## config.mk

```make
export PLATFORM = sky130hd
export DESIGN_NAME = serial_line_editor_unit
export DESIGN_NICKNAME = d
export VERILOG_FILES = /design/src/rtl/core/sle_pkg.sv /design/src/rtl/core/serial_line_editor_unit.sv
export SDC_FILE = /design/constraint.sdc
export NUM_CORES = 2
export LEC_CHECK = 0
export BUFFER_PORTS_ARGS = -buffer_cell sky130_fd_sc_hd__buf_2
export CAP_MARGIN = 20
export CORE_MARGIN = 2
export CORE_UTILIZATION = 57
export DETAILED_ROUTE_END_ITERATION = 10
export GPL_TIMING_DRIVEN = 0
export PLACE_DENSITY = 0.73
export SYNTH_ARGS = -nofsm -noshare
export SYNTH_HDL_FRONTEND = slang
export SYNTH_SLANG_ARGS = --single-unit
```

## constraint.sdc

```tcl
create_clock -name clk_i -period 9.7 [get_ports clk_i]
set_clock_uncertainty 0.05 [all_clocks]
set_input_delay 0.97 -clock clk_i [delete_from_list [all_inputs] [get_ports clk_i]]
set_output_delay 0.97 -clock clk_i [all_outputs]
set_load 0.01 [all_outputs]
```

## src/rtl/core/sle_pkg.sv

```systemverilog
package sle_pkg;

  localparam int unsigned LINE_DEPTH = 256;
  localparam int unsigned PTR_W      = $clog2(LINE_DEPTH);
  localparam int unsigned HEAD_DEPTH = 2;

  localparam logic [7:0] CH_ESC = 8'h1B;
  localparam logic [7:0] CH_BS  = 8'h08;
  localparam logic [7:0] CH_CR  = 8'h0D;
  localparam logic [7:0] CH_LF  = 8'h0A;
  localparam logic [7:0] CH_NUL = 8'h00;

  typedef enum logic [1:0] {
    FUNC_RX   = 2'd0,
    FUNC_GET  = 2'd1,
    FUNC_READ = 2'd2,
    FUNC_NONE = 2'd3
  } func_e;

  typedef enum logic [1:0] {
    STAT_NO_CHANGE = 2'd0,
    STAT_NEW       = 2'd1,
    STAT_READY     = 2'd2,
    STAT_UNUSED    = 2'd3
  } status_e;

  localparam int unsigned IN_DATA_W  = 16;
  localparam int unsigned IN_USER_W  = 2;
  localparam int unsigned OUT_DATA_W = 24;

endpackage

```

## src/rtl/core/serial_line_editor_unit.sv

```systemverilog
// Channel   Dir  Beat contents (lowest bit first)
// s_axis    in   tuser: func[1:0]; tdata: rx_byte[7:0], read_index[15:8]
// m_axis    out  tdata: msg_status[1:0], msg_length[9:2], read_byte[17:10], zero[23:18]
//
// One beat per cycle in unless stalled; get-message and read results appear in the next cycle.
// State is updated at the input beat's edge; the line store read is one registered RAM port.
// Receive beats and unknown func codes give no output beat.
// Reset clears write position and the ready and changed marks; store contents are undefined.
// s_axis_tready_o is low only while a result waits and m_axis_tready_i is low.
module serial_line_editor_unit (
  input  logic                               clk_i,
  input  logic                               rst_ni,
  input  logic                               s_axis_tvalid_i,
  output logic                               s_axis_tready_o,
  input  logic [sle_pkg::IN_DATA_W-1:0]      s_axis_tdata_i,  // rx_byte, read_index
  input  logic [sle_pkg::IN_USER_W-1:0]      s_axis_tuser_i,  // func
  output logic                               m_axis_tvalid_o,
  input  logic                               m_axis_tready_i,
  output logic [sle_pkg::OUT_DATA_W-1:0]     m_axis_tdata_o   // msg_status, msg_length, read_byte
);
  import sle_pkg::*;

  logic [7:0]       mem [LINE_DEPTH];
  logic [7:0]       head_q [HEAD_DEPTH];
  logic [7:0]       mem_rd_q;

  logic [PTR_W-1:0] wp_q, wp_d;
  logic             ready_q, ready_d;
  logic             changed_q, changed_d;

  logic             valid_q, valid_d;
  logic [1:0]       status_q, status_d;
  logic [7:0]       length_q, length_d;
  logic             sel_head_q, sel_head_d;
  logic [7:0]       head_byte_q, head_byte_d;

  logic             in_acc;
  logic [1:0]       func;
  logic [7:0]       rx_byte;
  logic [7:0]       read_index;
  logic             full;
  logic             st_we;
  logic [7:0]       st_wdata;
  logic             mem_we;
  logic             head_we;
  logic             esc_we;
  logic             mem_re;

  assign func       = s_axis_tuser_i;
  assign rx_byte    = s_axis_tdata_i[7:0];
  assign read_index = s_axis_tdata_i[15:8];

  assign s_axis_tready_o = !valid_q || m_axis_tready_i;
  assign in_acc          = s_axis_tvalid_i && s_axis_tready_o;
  assign full            = wp_q >= PTR_W'(LINE_DEPTH - 1);

  always_comb begin
    wp_d        = wp_q;
    ready_d     = ready_q;
    changed_d   = changed_q;
    st_we       = 1'b0;
    st_wdata    = rx_byte;
    esc_we      = 1'b0;
    valid_d     = valid_q && !m_axis_tready_i;
    status_d    = status_q;
    length_d    = length_q;
    sel_head_d  = sel_head_q;
    head_byte_d = head_byte_q;
    mem_re      = 1'b0;
    if (in_acc) begin
      case (func)
        FUNC_RX: begin
          if (!ready_q) begin
            if (full) begin
              wp_d      = '0;
              changed_d = 1'b1;
            end else if (rx_byte == CH_ESC) begin
              esc_we    = 1'b1;
              wp_d      = PTR_W'(1);
              ready_d   = 1'b1;
              changed_d = 1'b1;
            end else if (rx_byte == CH_BS) begin
              if (wp_q == '0) begin
                changed_d = 1'b0;
              end else begin
                wp_d      = wp_q - PTR_W'(1);
                changed_d = 1'b1;
              end
            end else if (rx_byte == CH_CR || rx_byte == CH_LF) begin
              if (wp_q != '0) begin
                st_we     = 1'b1;
                st_wdata  = CH_NUL;
                ready_d   = 1'b1;
                changed_d = 1'b1;
              end
            end else begin
              st_we     = 1'b1;
              wp_d      = wp_q + PTR_W'(1);
              changed_d = 1'b1;
            end
          end
        end
        FUNC_GET: begin
          valid_d     = 1'b1;
          sel_head_d  = 1'b1;
          head_byte_d = CH_NUL;
          if (changed_q) begin
            status_d  = ready_q ? STAT_READY : STAT_NEW;
            length_d  = 8'(wp_q);
            if (ready_q) begin
              wp_d = '0;
            end
            ready_d   = 1'b0;
            changed_d = 1'b0;
          end else begin
            status_d = STAT_NO_CHANGE;
            length_d = '0;
          end
        end
        FUNC_READ: begin
          valid_d    = 1'b1;
          status_d   = STAT_NO_CHANGE;
          length_d   = '0;
          sel_head_d = read_index < 8'(HEAD_DEPTH);
          head_byte_d = head_q[read_index[0]];
          mem_re     = !sel_head_d;
        end
        default: begin
        end
      endcase
    end
  end

  assign mem_we  = st_we && (wp_q >= PTR_W'(HEAD_DEPTH));
  assign head_we = st_we && (wp_q <  PTR_W'(HEAD_DEPTH));

  always_ff @(posedge clk_i) begin
    if (mem_we) begin
      mem[wp_q] <= st_wdata;
    end
  end

  always_ff @(posedge clk_i) begin
    if (mem_re) begin
      mem_rd_q <= mem[PTR_W'(read_index)];
    end
  end

  always_ff @(posedge clk_i) begin
    if (esc_we) begin
      head_q[0] <= CH_ESC;
      head_q[1] <= CH_NUL;
    end else if (head_we) begin
      head_q[wp_q[0]] <= st_wdata;
    end
  end

  always_ff @(posedge clk_i or negedge rst_ni) begin
    if (!rst_ni) begin
      wp_q      <= '0;
      ready_q   <= 1'b0;
      changed_q <= 1'b0;
      valid_q   <= 1'b0;
    end else begin
      wp_q      <= wp_d;
      ready_q   <= ready_d;
      changed_q <= changed_d;
      valid_q   <= valid_d;
    end
  end

  always_ff @(posedge clk_i) begin
    status_q    <= status_d;
    length_q    <= length_d;
    sel_head_q  <= sel_head_d;
    head_byte_q <= head_byte_d;
  end

  assign m_axis_tvalid_o = valid_q;
  assign m_axis_tdata_o  = {6'b0, (sel_head_q ? head_byte_q : mem_rd_q), length_q, status_q};

  a_ready_implies_changed: assert property (@(posedge clk_i) disable iff (!rst_ni)
    ready_q |-> changed_q)
    else $error("line ready without changed mark");

  a_get_clears_marks: assert property (@(posedge clk_i) disable iff (!rst_ni)
    in_acc && func == FUNC_GET |=> !ready_q && !changed_q)
    else $error("get message left marks set");

  a_drop_while_ready: assert property (@(posedge clk_i) disable iff (!rst_ni)
    in_acc && func == FUNC_RX && ready_q |=> $stable(wp_q) && ready_q)
    else $error("byte taken while line ready");

  a_result_from_request: assert property (@(posedge clk_i) disable iff (!rst_ni)
    $rose(valid_q) |-> $past(in_acc && (func == FUNC_GET || func == FUNC_READ)))
    else $error("result without request");

endmodule
```

# ---- Word level (Yosys, flattened, before mapping)
# Memory sizes are Yosys's and may differ from the RTL's. A register that Yosys moved wholly into a read port is not among the register bits.
# Index checks and enable logic that the tools add are counted.
dict set report op_classes {
  n_reduce_logical 20
  eq_ne 12
  n_mux 67
  magnitude_cmp 4
  add_sub_neg 2
}
# cell count
set ops {}
lappend ops {{$mux W8} 19}
lappend ops {{$pmux W8 S2} 3}
lappend ops {{$mux W1} 39}
lappend ops {{$eq A8 B4 Y1 const B} 3}
lappend ops {{$lt A8 B2 Y1 const B} 2}
lappend ops {{$ne A5 B5 Y1 const B} 2}
lappend ops {{$add A8 B1 Y8 const B} 1}
lappend ops {{$eq A8 B5 Y1 const B} 1}
lappend ops {{$ge A8 B2 Y1 const B} 1}
lappend ops {{$ge A8 B8 Y1 const B} 1}
lappend ops {{$logic_not A8 Y1} 1}
lappend ops {{$reduce_bool A8 Y1} 1}
lappend ops {{$reduce_or A8 Y1} 1}
lappend ops {{$sub A8 B1 Y8 const B} 1}
lappend ops {{$reduce_and A7 Y1} 1}
lappend ops {{$ne A2 B2 Y1 const B} 3}
lappend ops {{$ne A6 B6 Y1 const B} 1}
lappend ops {{$pmux W1 S2} 3}
lappend ops {{$logic_and A1 B1 Y1} 4}
lappend ops {{$mux W2} 2}
lappend ops {{$pmux W2 S2} 1}
lappend ops {{$reduce_and A4 Y1} 1}
lappend ops {{$reduce_bool A2 Y1} 2}
lappend ops {{$logic_not A1 Y1} 3}
lappend ops {{other kinds (7)} 8}
dict set report totals {
  reg_bits 30
  ramBits 2064
  out_inout_bits 26
  n_memories 2
}
# name words width rd rd_ports_with_merged_regs write_ports line_no
set memory_table {}
lappend memory_table {mem 256 8 1 1 1 serial_line_editor_unit.sv:23} ;# logic [7:0] mem [LINE_DEPTH];
lappend memory_table {head_q 2 8 1 0 2 serial_line_editor_unit.sv:24} ;# logic [7:0] head_q [HEAD_DEPTH];

# ---- Longest topological paths before layout
dict set report logic_depth {
  depth_word 15
  ltp_mapped 12
  ltp_nobuf 10
}

# ---- Least setup slack after synthesis
# Ideal clock, no wire load.
dict set report synth_timing {
  path_type {input to register}
  start {input port s_axis_tdata_i[7] (netlist bit)}
  end {memory mem[0][0], data pin}
  stages 5
  path_slack_ns 3.608
  t_required_ns 8.466
  setup_ns 1.184
  path_buffers 0
  arrival_time_ns 4.858
  path_cell_list {or4b_1 -> nor3_2 -> o21ai_0 -> nand2_1 -> nand2_1}
}
dict set report synth_between {
  elab_chain_cells 9
  elab_cells_between_ends 12
  cone_classes {4 x eq/ne; 7 x mux; 1 x reduce/logical}
}
# element line_no
set synth_rtl {}
lappend synth_rtl {{start: declaration} serial_line_editor_unit.sv:15} ;# input logic [sle_pkg::IN_DATA_W-1:0] s_axis_tdata_i,
lappend synth_rtl {{$eq A8 B4 Y1} serial_line_editor_unit.sv:89} ;# end else if (rx_byte == CH_CR || rx_byte == CH_LF) begin
lappend synth_rtl {{$logic_or A1 B1 Y1} serial_line_editor_unit.sv:89}
lappend synth_rtl {{$mux W8} serial_line_editor_unit.sv:89}
lappend synth_rtl {{$mux W8} serial_line_editor_unit.sv:82} ;# end else if (rx_byte == CH_BS) begin
lappend synth_rtl {{$mux W8 (*)} serial_line_editor_unit.sv:77} ;# end else if (rx_byte == CH_ESC) begin
lappend synth_rtl {{$mux W8 (*)} serial_line_editor_unit.sv:74} ;# if (full) begin
lappend synth_rtl {{$mux W8 (*)} serial_line_editor_unit.sv:73} ;# if (!ready_q) begin
lappend synth_rtl {{$mux W8 (*)} serial_line_editor_unit.sv:71} ;# case (func)
lappend synth_rtl {{$mux W8 (*)} serial_line_editor_unit.sv:70} ;# if (in_acc) begin
lappend synth_rtl {{net st_wdata[0]} serial_line_editor_unit.sv:43} ;# logic [7:0] st_wdata;
lappend synth_rtl {{end: declaration} serial_line_editor_unit.sv:23}
# Mark *: on every way through the listed nets, which the timed path passes. The rest lies on a longest branch.

# ---- Worst setup path after layout
dict set report layout_timing {
  start {input port s_axis_tdata_i[11] (netlist bit)}
  end {register mem_rd_q[4], read port of mem, data pin}
}
dict set report layout_between {
  elab_chain_cells 4
}
# element line_no
set layout_rtl {}
lappend layout_rtl {{$lt A8 B2 Y1} serial_line_editor_unit.sv:124} ;# sel_head_d = read_index < 8'(HEAD_DEPTH);
lappend layout_rtl {{$logic_not A1 Y1} serial_line_editor_unit.sv:126} ;# mem_re = !sel_head_d;
lappend layout_rtl {{$mux W1} serial_line_editor_unit.sv:71}
lappend layout_rtl {{$mux W1} serial_line_editor_unit.sv:70}
lappend layout_rtl {{end: declaration} serial_line_editor_unit.sv:25} ;# logic [7:0] mem_rd_q;
# Parallel ways exist; a longest one is shown, timed or not.
# A chain may end at the register's enable or synchronous reset.

==> out/qor.txt <==
initial core utilization: 57.3%
post_cts resized: 0
Post-synth EDFFs: 2091
CP bufs+invs: 7
commonest non-fill, non-tap cell in the layout: edfxtp_1
fill cell count: 9402
final core utilization: 64.6%
global-route wire length before repair: 392000 um
Reg clk slew, reported paths: 60 ps
Remaining Overflow, GRT: 0
total track usage: 41.0%
largest net degree at the start of global routing: 165
NumNets Final: 4291
status: complete, no violations
CTS tree: done
DIE AREA: 147000 um^2
H-tree depth: 4
cell family with most CP delay: buffers and inverters
gpl congestion: 1.11
Die Span Y: 383 um
Seq/Total Area, Yosys: 76.8%
commonest non-fill, non-tap cells in the layout: edfxtp_1, mux4_2, nor2_1
Netlist Area Pre-Place: 82100 um^2
register bit count reported by yosys: 2102
Hold WS: 356 ps
WP data required: 10140 ps
final wirelength: 299000 um
Synth cell types: 67
RSZ-0062 raised after global routing: false
Tightest Hold Check Type: in2reg
# DRC: 0
drt wl/cell: 47.1 um
worst slew pin tran: 1370 ps
async set-reset flop share out of synthesis: 0.523%
pwr dens: 210 nW/um^2
CTS sink count: 2102
Setup Viol. Count Final: 0
1st-iter DRT viols: 10.1k
CTS Buffer Depth: 3
CP max-delay cell: buf_2
root buffer cell: clkbuf_16
Achievable Freq: 158 MHz
Num CTS Buffers: 202
initial antenna violation count: 26
Die X: 383 um
clk_lat worst skew: 880 ps
Worst setup SP type: input port
I/O Buffers: 36
Crit Path Category: in2reg
Slew Viols, Final: 0
period utilization: 65.2%
antenna viol nets, final: 0
Final Instance Area: 92600 um^2
Worst slew margin: 8.70%
Lkg Pwr: 29.3 nW
Most Frequent Cell on Critical Path: clkbuf_1
vias per cell: 7.45
share of post-route cells with drive strength above 1: 24.0%
top_reg_cell synth: edfxtp_1
vias in the first global route: 43.9k
min Tclk post-route: 6320 ps
row count: 139
Syn Area/Cell: 20.9 um^2
final hold viol count: 0
Detailed Routing Iterations Pass 1: 6
placed cell areas: 86100 um^2
CP peak stage delay: 910 ps
Warnings, synthesis: 0
I/O pin cnt: 48
area grow syn2layout: 12.8%
cells after synthesis: 3930
crit path cell chain: clkbuf_1, clkbuf_1, inv_2, buf_2, buf_2, clkbuf_1, buf_8, mux2i_1, o221ai_1, a21oi_1, a32oi_1
crit-path max FO: 10
peak supply drop: 196 uV
MaxCap Viol Count: 0
CP arrival: 6760 ps
via count: 47.4k
CP endpoint kind: flip-flop
detailed placement HPWL: 195000 um
Core Area: 143000 um^2
-- stage by stage --
stage	std cells	setup WS (ps)	power [mW]	TNS (ps)
finish	6355	3380	19.5	0
global route	6337	3810	19.7	0
CTS	6329	3920	19.3	0
detailed placement	5954	3020	11.7	0
global placement	5898	-1290	11.7	-1570770
floorplan	3959	3610	10.9	0
-- power by group --
part           switching (mW)  internal (mW)  leakage, nW
logic                    1.25          0.381         7.14
registers              0.0161           10.0         19.0
clock network            3.50           4.32         3.15
-- registers in the layout, indices dropped and copies added, names as in the netlist --
signal	flops
mem	2048
head_q	16
head_byte_q	8
length_q	8
mem_rd_q	8
wp_q	8
status_q	2
changed_q	1
m_axis_tvalid_o	1
ready_q	1
sel_head_q	1
-- worst paths after layout --
check / from / endpoint / slack [ps] / cells after the start
max: s_axis_tdata_i[11] / mem_rd_q[4]$_DFFE_PP_ / 3380 / 11
min: m_axis_tready_i / m_axis_tvalid_o$_DFF_PN0_ / 360 / 3
max reg2reg: wp_q[3]$_DFFE_PN0P_ / mem[211][3]$_DFFE_PP_ / 4320 / 10
min reg2reg: m_axis_tvalid_o$_DFF_PN0_ / m_axis_tvalid_o$_DFF_PN0_ / 500 / 2
max in group asynchronous: rst_ni / wp_q[3]$_DFFE_PN0P_ / 8950 / 2
min in group asynchronous: rst_ni / wp_q[7]$_DFFE_PN0P_ / 440 / 2
-- kinds of logic (layout without fill, tap and decap cells) --
logic type | Yosys count | after routing | share of synthesized area (%)
AO/OA/AOI/OAI | 345 | 345 | 2.98
XOR/XNOR | 6 | 6 | 0.0640
adder cells (fa/ha/maj) | 10 | 10 | 0.162
buffers and inverters | 255 | 725 | 1.43
flip-flops | 2102 | 2102 | 76.8
multiplexers | 668 | 668 | 15.5
other | 1 | 53 | 0.00457
AND/OR/NAND/NOR | 543 | 543 | 2.99
-- timing repair --
action                    CTS  global route
setup buffers               0             0
hold buffers                1             0
hold endpoints to repair   11             0
-- worst reg2reg max path, cell delays in order, from the launching register on --
cell and delay (ps):
dfrtp_1 400, clkbuf_1 260, nand4_1 800, nor3_1 220, nor4_2 400, or4b_1 510
buf_6 170, nor3b_4 600, nand3_2 430, buf_4 350, nor2_1 780
-- synth_stat cells, types with 17 or more instances --
cell type | instances | area share (%)
a21oi_1 | 69 | 0.42
a22oi_1 | 50 | 0.46
o221ai_1 | 59 | 0.63
nand2_1 | 97 | 0.44
clkbuf_1 | 111 | 0.51
mux4_2 | 483 | 13
nor2_1 | 295 | 1.3
mux2i_1 | 171 | 2.1
buf_2 | 64 | 0.39
buf_4 | 31 | 0.28
buf_1 | 30 | 0.14
nor3_1 | 17 | 0.10
edfxtp_1 | 2091 | 76
o22ai_1 | 44 | 0.34
o21ai_0 | 28 | 0.17
nor2b_1 | 22 | 0.17
and2_1 | 21 | 0.16
nand3_1 | 26 | 0.16
-- metal layers --
| metal | global-route usage, % | wire length (um) | share of wire (%) |
|---|---|---|---|
| met1 | 51.9 | 95200 | 32 |
| met2 | 56.1 | 124000 | 42 |
| met3 | 18.1 | 51200 | 17 |
| met4 | 30.6 | 28400 | 9.5 |
| met5 | 0 | 84 | 0.028 |
-- layout make-up --
| cell class | instances | area (um^2) | share of cell area, % |
|---|---|---|---|
| buffer | 239 | 1210 | 1.31 |
| clock inverter | 123 | 1190 | 1.28 |
| clock buffer | 251 | 5260 | 5.68 |
| tap | 1903 | 2380 | 2.57 |
| multi-input combinational | 1602 | 18000 | 19.4 |
| sequential | 2102 | 63100 | 68.1 |
| inverter | 16 | 75.1 | 0.0811 |
| antenna | 23 | 57.6 | 0.0622 |
| timing repair buffer | 96 | 1400 | 1.51 |
No activity file was read; power rests on OpenSTA's default activity.
